--- config.mk ---
export PLATFORM = sky130hd
export DESIGN_NAME = dns_a_record_response_parser_unit
export DESIGN_NICKNAME = d
export VERILOG_FILES = /design/src/rtl/dnsa_pkg.sv /design/src/rtl/dnsa_in_stage.sv /design/src/rtl/dnsa_parse_core.sv /design/src/rtl/dnsa_out_stage.sv /design/src/rtl/dns_a_record_response_parser_unit.sv
export SDC_FILE = /design/constraint.sdc
export NUM_CORES = 1
export LEC_CHECK = 0
export ABC_AREA = 1
export ABC_CLOCK_PERIOD_IN_PS = 4100
export BUFFER_PORTS_ARGS = -buffer_cell sky130_fd_sc_hd__buf_2
export CORE_MARGIN = 2
export CORE_UTILIZATION = 67
export DETAILED_ROUTE_END_ITERATION = 8
export PLACE_DENSITY_LB_ADDON = 0.05
export SLEW_MARGIN = 20
export SYNTH_ARGS = -nofsm -noshare
export SYNTH_HDL_FRONTEND = slang
export SYNTH_SLANG_ARGS = --single-unit
--- constraint.sdc ---
create_clock -name clk -period 4.1 [get_ports clk]
set_input_delay 0.82 -clock clk [delete_from_list [all_inputs] [get_ports clk]]
set_output_delay 0.82 -clock clk [all_outputs]
set_load 0.1 [all_outputs]
--- src/rtl/dnsa_pkg.sv ---
`timescale 1ns / 1ps

package dnsa_pkg;

    // Message and name limits
    localparam int MAX_MESSAGE_BYTES = 512;
    localparam int MAX_NAME_STEPS    = 64;

    localparam int POS_W    = $clog2(MAX_MESSAGE_BYTES + 1);
    localparam int LABELS_W = $clog2(MAX_NAME_STEPS + 1);

    // Header layout
    localparam int HDR_SHIFT_BYTES = 8;
    localparam int HDR_BYTES       = 12;

    // Question trailer and record fixed part
    localparam int QTRAIL_BYTES    = 4;
    localparam int REC_TTL_FIRST   = 4;
    localparam int REC_TTL_END     = 8;
    localparam int REC_FIXED_BYTES = 10;

    localparam logic [15:0] FLAG_QR     = 16'h8000;
    localparam logic [15:0] FLAG_RCODE  = 16'h000F;
    localparam logic [15:0] RR_TYPE_A   = 16'd1;
    localparam logic [15:0] RR_CLASS_IN = 16'd1;
    localparam logic [15:0] RR_LEN_A    = 16'd4;
    localparam logic [1:0]  LBL_PTR     = 2'b11;
    localparam logic [1:0]  LBL_PLAIN   = 2'b00;

    // Parse phases
    localparam logic [3:0] PH_HEADER = 4'd0;
    localparam logic [3:0] PH_QNAME  = 4'd1;
    localparam logic [3:0] PH_QPTR   = 4'd2;
    localparam logic [3:0] PH_QTRAIL = 4'd3;
    localparam logic [3:0] PH_ANAME  = 4'd4;
    localparam logic [3:0] PH_APTR   = 4'd5;
    localparam logic [3:0] PH_AFIXED = 4'd6;
    localparam logic [3:0] PH_RDATA  = 4'd7;
    localparam logic [3:0] PH_DONE   = 4'd8;

    // Status codes
    localparam logic [2:0] ST_FOUND     = 3'd0;
    localparam logic [2:0] ST_SHORT     = 3'd1;
    localparam logic [2:0] ST_BADID     = 3'd2;
    localparam logic [2:0] ST_NOTRESP   = 3'd3;
    localparam logic [2:0] ST_BADNAME   = 3'd4;
    localparam logic [2:0] ST_TRUNC     = 3'd5;
    localparam logic [2:0] ST_NOA       = 3'd6;
    localparam logic [2:0] ST_UNDECIDED = 3'd7;

    typedef struct packed {
        logic [7:0] data_byte;
        logic       last_byte;
    } msg_t;

    typedef struct packed {
        logic        found;
        logic [31:0] address;
        logic [2:0]  status;
    } res_t;

endpackage

--- src/rtl/dnsa_in_stage.sv ---
`timescale 1ns / 1ps

module dnsa_in_stage
    import dnsa_pkg::*;
(
    input  logic clk,
    input  logic rst_n,
    input  logic msg_valid,
    output logic msg_stall,
    input  msg_t msg,
    input  logic advance,
    output logic held_valid,
    output msg_t held
);

    logic held_valid_reg;
    logic held_valid_next;
    msg_t held_reg;
    logic load;

    // Take a new word whenever the register is empty or its word moves on
    assign load      = !held_valid_reg || advance;
    assign msg_stall = !load;

    always_comb
    begin
        held_valid_next = held_valid_reg;
        if (load)
        begin
            held_valid_next = msg_valid;
        end
    end

    always_ff @(posedge clk or negedge rst_n)
    begin
        if (!rst_n)
        begin
            held_valid_reg <= 1'b0;
        end
        else
        begin
            held_valid_reg <= held_valid_next;
        end
    end

    always_ff @(posedge clk)
    begin
        if (load && msg_valid)
        begin
            held_reg <= msg;
        end
    end

    assign held_valid = held_valid_reg;
    assign held       = held_reg;

endmodule

--- src/rtl/dnsa_parse_core.sv ---
`timescale 1ns / 1ps

module dnsa_parse_core
    import dnsa_pkg::*;
(
    input  logic        clk,
    input  logic        rst_n,
    input  logic        id_we,
    input  logic [15:0] id_wdata,
    input  logic        fire,
    input  msg_t        word,
    output logic        done,
    output res_t        result
);

    logic [15:0]         id_reg;
    logic [POS_W-1:0]    pos_reg,     pos_next;
    logic [63:0]         hs_reg,      hs_next;
    logic [3:0]          phase_reg,   phase_next;
    logic [15:0]         q_reg,       q_next;
    logic [15:0]         a_reg,       a_next;
    logic [5:0]          lbl_reg,     lbl_next;
    logic [LABELS_W-1:0] labels_reg,  labels_next;
    logic [3:0]          fix_reg,     fix_next;
    logic [47:0]         rf_reg,      rf_next;
    logic [15:0]         rd_reg,      rd_next;
    logic [31:0]         addr_reg,    addr_next;
    logic [2:0]          verdict_reg, verdict_next;

    always_comb
    begin
        logic [7:0]  b;
        logic        answer;
        logic        is_a;
        logic [3:0]  fix_inc;
        logic [15:0] q_dec;
        logic [15:0] a_dec;
        logic [15:0] rd_dec;
        logic [47:0] rf_new;
        logic [15:0] hdr_id;
        logic [15:0] hdr_flags;
        logic [2:0]  st;

        b       = word.data_byte;
        answer  = (phase_reg == PH_ANAME);
        is_a    = (rf_reg[47:32] == RR_TYPE_A) && (rf_reg[31:16] == RR_CLASS_IN)
                  && (rf_reg[15:0] == RR_LEN_A);
        fix_inc = fix_reg + 4'd1;
        q_dec   = q_reg - 16'd1;
        a_dec   = a_reg - 16'd1;
        rd_dec  = rd_reg - 16'd1;
        rf_new  = ((fix_reg < 4'(REC_TTL_FIRST)) || (fix_reg >= 4'(REC_TTL_END)))
                  ? {rf_reg[39:0], b} : rf_reg;
        hdr_id    = hs_reg[63:48];
        hdr_flags = hs_reg[47:32];
        st        = ST_UNDECIDED;

        pos_next     = pos_reg;
        hs_next      = hs_reg;
        phase_next   = phase_reg;
        q_next       = q_reg;
        a_next       = a_reg;
        lbl_next     = lbl_reg;
        labels_next  = labels_reg;
        fix_next     = fix_reg;
        rf_next      = rf_reg;
        rd_next      = rd_reg;
        addr_next    = addr_reg;
        verdict_next = verdict_reg;

        result = '0;
        done   = fire && word.last_byte;

        if (fire)
        begin
            if (pos_reg < POS_W'(MAX_MESSAGE_BYTES))
            begin
                pos_next = pos_reg + POS_W'(1);
                if (verdict_reg == ST_UNDECIDED)
                begin
                    case (phase_reg)
                        PH_HEADER:
                        begin
                            if (pos_reg < POS_W'(HDR_SHIFT_BYTES))
                            begin
                                hs_next = {hs_reg[55:0], b};
                            end
                            if (pos_reg == POS_W'(HDR_BYTES - 1))
                            begin
                                if (hdr_id != id_reg)
                                begin
                                    verdict_next = ST_BADID;
                                    phase_next   = PH_DONE;
                                end
                                else if (((hdr_flags & FLAG_QR) == 16'd0)
                                         || ((hdr_flags & FLAG_RCODE) != 16'd0))
                                begin
                                    verdict_next = ST_NOTRESP;
                                    phase_next   = PH_DONE;
                                end
                                else
                                begin
                                    q_next = hs_reg[31:16];
                                    a_next = hs_reg[15:0];
                                    if (hs_reg[31:16] != 16'd0)
                                    begin
                                        phase_next  = PH_QNAME;
                                        lbl_next    = '0;
                                        labels_next = '0;
                                    end
                                    else if (hs_reg[15:0] == 16'd0)
                                    begin
                                        verdict_next = ST_NOA;
                                        phase_next   = PH_DONE;
                                    end
                                    else
                                    begin
                                        phase_next  = PH_ANAME;
                                        lbl_next    = '0;
                                        labels_next = '0;
                                    end
                                end
                            end
                        end
                        PH_QNAME, PH_ANAME:
                        begin
                            if (lbl_reg != 6'd0)
                            begin
                                lbl_next = lbl_reg - 6'd1;
                            end
                            else if (labels_reg >= LABELS_W'(MAX_NAME_STEPS))
                            begin
                                verdict_next = ST_BADNAME;
                                phase_next   = PH_DONE;
                            end
                            else if (b == 8'd0)
                            begin
                                fix_next = '0;
                                if (answer)
                                begin
                                    rf_next    = '0;
                                    phase_next = PH_AFIXED;
                                end
                                else
                                begin
                                    phase_next = PH_QTRAIL;
                                end
                            end
                            else if (b[7:6] == LBL_PTR)
                            begin
                                phase_next = answer ? PH_APTR : PH_QPTR;
                            end
                            else if (b[7:6] != LBL_PLAIN)
                            begin
                                verdict_next = ST_BADNAME;
                                phase_next   = PH_DONE;
                            end
                            else
                            begin
                                labels_next = labels_reg + LABELS_W'(1);
                                lbl_next    = b[5:0];
                            end
                        end
                        PH_QPTR:
                        begin
                            fix_next   = '0;
                            phase_next = PH_QTRAIL;
                        end
                        PH_APTR:
                        begin
                            fix_next   = '0;
                            rf_next    = '0;
                            phase_next = PH_AFIXED;
                        end
                        PH_QTRAIL:
                        begin
                            fix_next = fix_inc;
                            if (fix_inc >= 4'(QTRAIL_BYTES))
                            begin
                                q_next = q_dec;
                                if (q_dec != 16'd0)
                                begin
                                    phase_next  = PH_QNAME;
                                    lbl_next    = '0;
                                    labels_next = '0;
                                end
                                else if (a_reg == 16'd0)
                                begin
                                    verdict_next = ST_NOA;
                                    phase_next   = PH_DONE;
                                end
                                else
                                begin
                                    phase_next  = PH_ANAME;
                                    lbl_next    = '0;
                                    labels_next = '0;
                                end
                            end
                        end
                        PH_AFIXED:
                        begin
                            rf_next  = rf_new;
                            fix_next = fix_inc;
                            if (fix_inc >= 4'(REC_FIXED_BYTES))
                            begin
                                rd_next   = rf_new[15:0];
                                addr_next = '0;
                                if (rf_new[15:0] == 16'd0)
                                begin
                                    a_next = a_dec;
                                    if (a_dec == 16'd0)
                                    begin
                                        verdict_next = ST_NOA;
                                        phase_next   = PH_DONE;
                                    end
                                    else
                                    begin
                                        phase_next  = PH_ANAME;
                                        lbl_next    = '0;
                                        labels_next = '0;
                                    end
                                end
                                else
                                begin
                                    phase_next = PH_RDATA;
                                end
                            end
                        end
                        PH_RDATA:
                        begin
                            if (is_a)
                            begin
                                addr_next = {addr_reg[23:0], b};
                            end
                            rd_next = rd_dec;
                            if (rd_dec == 16'd0)
                            begin
                                if (is_a)
                                begin
                                    verdict_next = ST_FOUND;
                                    phase_next   = PH_DONE;
                                end
                                else
                                begin
                                    a_next = a_dec;
                                    if (a_dec == 16'd0)
                                    begin
                                        verdict_next = ST_NOA;
                                        phase_next   = PH_DONE;
                                    end
                                    else
                                    begin
                                        phase_next  = PH_ANAME;
                                        lbl_next    = '0;
                                        labels_next = '0;
                                    end
                                end
                            end
                        end
                        default:
                        begin
                        end
                    endcase
                end
            end

            if (word.last_byte)
            begin
                st = verdict_next;
                if (st == ST_UNDECIDED)
                begin
                    st = (phase_next == PH_HEADER) ? ST_SHORT : ST_TRUNC;
                end
                result.found   = (st == ST_FOUND);
                result.address = (st == ST_FOUND) ? addr_next : 32'd0;
                result.status  = st;

                // Clear for the next message
                pos_next     = '0;
                hs_next      = '0;
                phase_next   = PH_HEADER;
                q_next       = '0;
                a_next       = '0;
                lbl_next     = '0;
                labels_next  = '0;
                fix_next     = '0;
                rf_next      = '0;
                rd_next      = '0;
                addr_next    = '0;
                verdict_next = ST_UNDECIDED;
            end
        end
    end

    always_ff @(posedge clk or negedge rst_n)
    begin
        if (!rst_n)
        begin
            id_reg      <= '0;
            pos_reg     <= '0;
            hs_reg      <= '0;
            phase_reg   <= PH_HEADER;
            q_reg       <= '0;
            a_reg       <= '0;
            lbl_reg     <= '0;
            labels_reg  <= '0;
            fix_reg     <= '0;
            rf_reg      <= '0;
            rd_reg      <= '0;
            addr_reg    <= '0;
            verdict_reg <= ST_UNDECIDED;
        end
        else
        begin
            if (id_we)
            begin
                id_reg <= id_wdata;
            end
            pos_reg     <= pos_next;
            hs_reg      <= hs_next;
            phase_reg   <= phase_next;
            q_reg       <= q_next;
            a_reg       <= a_next;
            lbl_reg     <= lbl_next;
            labels_reg  <= labels_next;
            fix_reg     <= fix_next;
            rf_reg      <= rf_next;
            rd_reg      <= rd_next;
            addr_reg    <= addr_next;
            verdict_reg <= verdict_next;
        end
    end

endmodule

--- src/rtl/dnsa_out_stage.sv ---
`timescale 1ns / 1ps

module dnsa_out_stage
    import dnsa_pkg::*;
(
    input  logic clk,
    input  logic rst_n,
    input  logic load,
    input  res_t load_word,
    output logic blocked,
    output logic res_valid,
    input  logic res_stall,
    output res_t res
);

    logic res_valid_reg;
    logic res_valid_next;
    res_t res_reg;

    assign blocked = res_valid_reg && res_stall;

    always_comb
    begin
        res_valid_next = res_valid_reg;
        if (load)
        begin
            res_valid_next = 1'b1;
        end
        else if (!res_stall)
        begin
            res_valid_next = 1'b0;
        end
    end

    always_ff @(posedge clk or negedge rst_n)
    begin
        if (!rst_n)
        begin
            res_valid_reg <= 1'b0;
        end
        else
        begin
            res_valid_reg <= res_valid_next;
        end
    end

    always_ff @(posedge clk)
    begin
        if (load)
        begin
            res_reg <= load_word;
        end
    end

    assign res_valid = res_valid_reg;
    assign res       = res_reg;

endmodule

--- src/rtl/dns_a_record_response_parser_unit.sv ---
`timescale 1ns / 1ps

// Channel  Direction  Handshake              Word
// msg      in         msg_valid / msg_stall  msg_t: data_byte, last_byte
// res      out        res_valid / res_stall  res_t: found, address, status
// id       in         id_we (no stall)       id_wdata: expected transaction id
//
// One byte is taken every cycle unless the input stalls; a result is offered once
// the last byte leaves the input register (the parser and result load together).
// Parser state updates in one pass over a held byte per cycle while it advances.
// rst_n clears the parser, the expected id and both valid flags asynchronously.
// Stalls: a held result blocks only a last-byte word; that word then waits in the
// input register and stalls the input until the result is taken.

module dns_a_record_response_parser_unit
    import dnsa_pkg::*;
(
    input  logic        clk,
    input  logic        rst_n,
    input  logic        msg_valid,
    output logic        msg_stall,
    input  msg_t        msg,
    output logic        res_valid,
    input  logic        res_stall,
    output res_t        res,
    input  logic        id_we,
    input  logic [15:0] id_wdata
);

    logic held_valid;
    msg_t held;
    logic advance;
    logic blocked;
    logic done;
    res_t result;

    // Advance the held word unless it closes a message while the result slot is full
    assign advance = held_valid && (!held.last_byte || !blocked);

    dnsa_in_stage u_in_stage (
        .clk        (clk),
        .rst_n      (rst_n),
        .msg_valid  (msg_valid),
        .msg_stall  (msg_stall),
        .msg        (msg),
        .advance    (advance),
        .held_valid (held_valid),
        .held       (held)
    );

    dnsa_parse_core u_parse_core (
        .clk      (clk),
        .rst_n    (rst_n),
        .id_we    (id_we),
        .id_wdata (id_wdata),
        .fire     (advance),
        .word     (held),
        .done     (done),
        .result   (result)
    );

    dnsa_out_stage u_out_stage (
        .clk       (clk),
        .rst_n     (rst_n),
        .load      (done),
        .load_word (result),
        .blocked   (blocked),
        .res_valid (res_valid),
        .res_stall (res_stall),
        .res       (res)
    );

`ifndef SYNTHESIS
    // Input may only stall because a finished result is waiting
    a_stall_cause: assert property (@(posedge clk) disable iff (!rst_n)
        msg_stall |-> (res_valid && res_stall))
        else $error("input stalled without a blocked result");

    // Found flag and status code agree
    a_found_status: assert property (@(posedge clk) disable iff (!rst_n)
        res_valid |-> (res.found == (res.status == ST_FOUND)))
        else $error("found flag disagrees with status");

    // Address is zero when nothing was found
    a_addr_zero: assert property (@(posedge clk) disable iff (!rst_n)
        (res_valid && !res.found) |-> (res.address == 32'd0))
        else $error("address nonzero without a found record");

    // A result appears only after a last-byte word went through the parser
    a_res_source: assert property (@(posedge clk) disable iff (!rst_n)
        $rose(res_valid) |-> $past(advance && held.last_byte))
        else $error("result without a closing byte");
`endif

endmodule
==> flow_metrics.tcl <==
set metrics [dict create \
    worstMarginPinSlew_ns 0.970 \
    viasPerCell 5.90 \
    fin_util_pct 74.8 \
    p_sw_mw 5.21 \
    yosysWarnings 0 \
    ys_seq_area_share_pct 48.9 \
    final_cell_mix "nand2_1 (336), inv_1 (289), dfrtp_1 (241), nor2_1 (160), nand3_1 (128)" \
    die_x_um 155 \
    grt-ovfl-total 0 \
    drt_iter0_markers 1013 \
    stdcell_area_sq_um 16800 \
    start_kind "flop" \
    pre_cts_ws_ns 0.714 \
    max_clock_freq_mhz 289 \
    p_sw_share_pct 44.8 \
    finalNonFillerCells 2223 \
    io_buffers 67 \
    cts_setup_buffers 0 \
    num_rows 55 \
    cts_buffers 29 \
    end_kind "flop" \
    hold_ws_ns 0.291 \
    areaGrowthSynthToFinish_pct 10.2 \
    layout_commonest_cell "nand2_1" \
    yosys_most_used_dff "dfrtp_1" \
    vias 13100 \
    layout.nets 1957 \
    dieArea_sq_um 24000 \
    hold_viol_final 0 \
    fin_ws_ns 0.636 \
    p_int_mw 6.43 \
    synth-edff-count 45 \
    postRouteAntennaNets 0 \
    comb_power_share_pct 44.6 \
    post_drt_wl_per_cell_um 17.3 \
    peakVddDrop_mv 0.463 \
    power.density_nw_per_um2 692 \
    startpoint "u_parse_core.rd_reg[0]" \
    largest_reg_flops 64 \
    synthCells 1872 \
    firstDrtPassIters 5 \
    ys_async_sr_fraction_pct 84.4 \
    wl_um 38400 \
    drive_above_1_share_pct 12.4 \
    hpwlAfterDp_um 26400 \
    postCtsHoldBufs 0 \
    coreArea_sq_um 22500 \
    route.detailed.drc 0 \
    htreeDepth 1 \
    period_minus_slack_ns 3.46 \
    outcome "complete, no violations" \
    avgSynthCellArea_sq_um 8.15 \
    relSlewSlack_pct 35.1 \
    gp_congestion 0.969 \
    seqPwrFrac_pct 31.6 \
    die_h_um 155 \
    placed_cell_area_sq_um 15800 \
    clkTransAtPathRegs_ns 0.07 \
    r2r_start "u_parse_core.rd_reg[0]" \
    finalPower_mw 11.6 \
    antenna_cells 0 \
    skew_ns 0.0293 \
    setup_viol_count_final 0 \
    fin_crit_sh_pct 84.5 \
    clk-insertion-delay-late_ns 0.57 \
    synth-seq-cells 289 \
    synth_area_sq_um 15300 \
    start_util_pct 67.8 \
    grt_max_degree 110 \
    grt_usage_pct 32.3 \
    grt_pass1_vias 12400 \
    cts_buffer_depth 3 \
    hold_class "input port to async pin" \
    drv_cap 0 \
    criticalPathCategory "flop to flop" \
    synthDistinctLibCells 49 \
    crit_required_ns 4.50 \
    cts_num_sinks 289 \
    antenna_found_initial 0 \
    p_clk_share_pct 23.8 \
    final-max-slew-violation-count 0 \
    power.leakage_nw 7.48 \
    grt_first_pass_wirelength_um 62900 \
    clockRootBuffer "clkbuf_16" \
    syn_nets 1914 \
    cts_tree "built" \
    ios 68 \
    setup_tns_ns 0 \
    worstPathArrival_ns 3.87 \
    rsz0062_at_grt "false" \
    crit_fanout 30 \
    placedCellCount 2169 \
    cts.repair.resized 0 \
]
## final cells by class
class / instances / area (sq um)
Sequential cell: 289 / 7460
Multi-Input combinational cell: 1197 / 6290
Fill cell: 1712 / 5680
Inverter: 308 / 1160
Clock buffer: 32 / 767
Timing Repair Buffer: 90 / 556
Tap cell: 285 / 357
Clock inverter: 22 / 233
## critical path: stages (launching register included)
cell	delay, ns
dfrtp_1	0.40
inv_1	0.15
ha_1	0.27
nand2_2	0.12
nor2_2	0.16
nand2_1	0.06
nand2_1	0.05
nand2_1	0.07
nor2_2	0.10
nand2_1	0.07
nor2_1	0.09
nand3_1	0.15
o21ai_1	0.16
nand4_1	0.15
nand2_1	0.20
nand4_4	0.55
buf_4	0.39
nor3_2	0.14
## kinds of logic after synthesis
family	count (synthesis)	synth area share (%)
compound gates	373	14.3
xor+xnor	37	2.17
fa+ha+maj	12	0.984
buf+inv	386	9.92
flops	289	48.9
mux	13	0.959
simple gates	762	22.8
## synth_stat cells, types with 2 or more instances
cell type	count	area [sq um]
xor2_1	20	175
nand2_2	8	50.1
dfrtp_1	241	6030
buf_1	3	11.3
a21oi_1	37	185
nand2_1	338	1270
edfxtp_1	45	1350
buf_2	12	60.1
a211oi_1	3	22.5
clkinv_1	4	15.0
buf_6	6	67.6
nand3_1	128	641
o2111ai_1	10	87.6
nor2_1	161	604
nor2_2	22	138
nand4_1	30	188
mux2_2	13	146
nand3b_1	4	30.0
and2_1	2	12.5
o21ai_1	44	220
a22oi_1	4	30.0
o211ai_1	13	97.6
o32ai_1	5	43.8
nor3_1	26	130
nor3_2	29	290
o21ai_0	120	601
nor2_4	2	22.5
dfstp_2	3	78.8
xnor2_1	16	140
inv_2	14	52.6
o22ai_1	112	701
nor4_1	7	43.8
inv_1	290	1090
nand3_2	2	20.0
o31ai_1	18	135
ha_1	12	150
clkbuf_1	55	206
o41ai_1	2	17.5
## metal layers
metal / up-vias / routed length [um] / GRT usage (%)
li1: 6298 / - / -
met1: 6244 / 16500 / 44.7
met2: 489 / 18300 / 53.2
met3: 90 / 2210 / 3.40
met4: 0 / 1380 / 12.1
met5: - / 0 / 0
## power by group through the flow
stage               clock network, mW  logic [mW]  registers, mW
CTS                              2.80        5.13           3.67
detailed placement                  0        5.09           3.72
global route                     2.90        5.88           3.71
finish                           2.77        5.19           3.68
global placement                    0        5.01           3.71
floorplan                           0        3.87           3.73
## path summary, 6_finish.rpt
check                                     endpoint  slack [ns]  depth (start not counted)
max                            u_out_stage.res[11]        0.64                         17
min                         u_parse_core.rd_reg[7]        0.29                          1
max reg2reg                    u_out_stage.res[11]        0.64                         17
min reg2reg                u_parse_core.hs_reg[43]        0.49                          2
max in group asynchronous   u_parse_core.id_reg[7]        2.96                          2
min in group clk                u_in_stage.held[4]        0.43                          1
(Power assumes the default switching activity.)
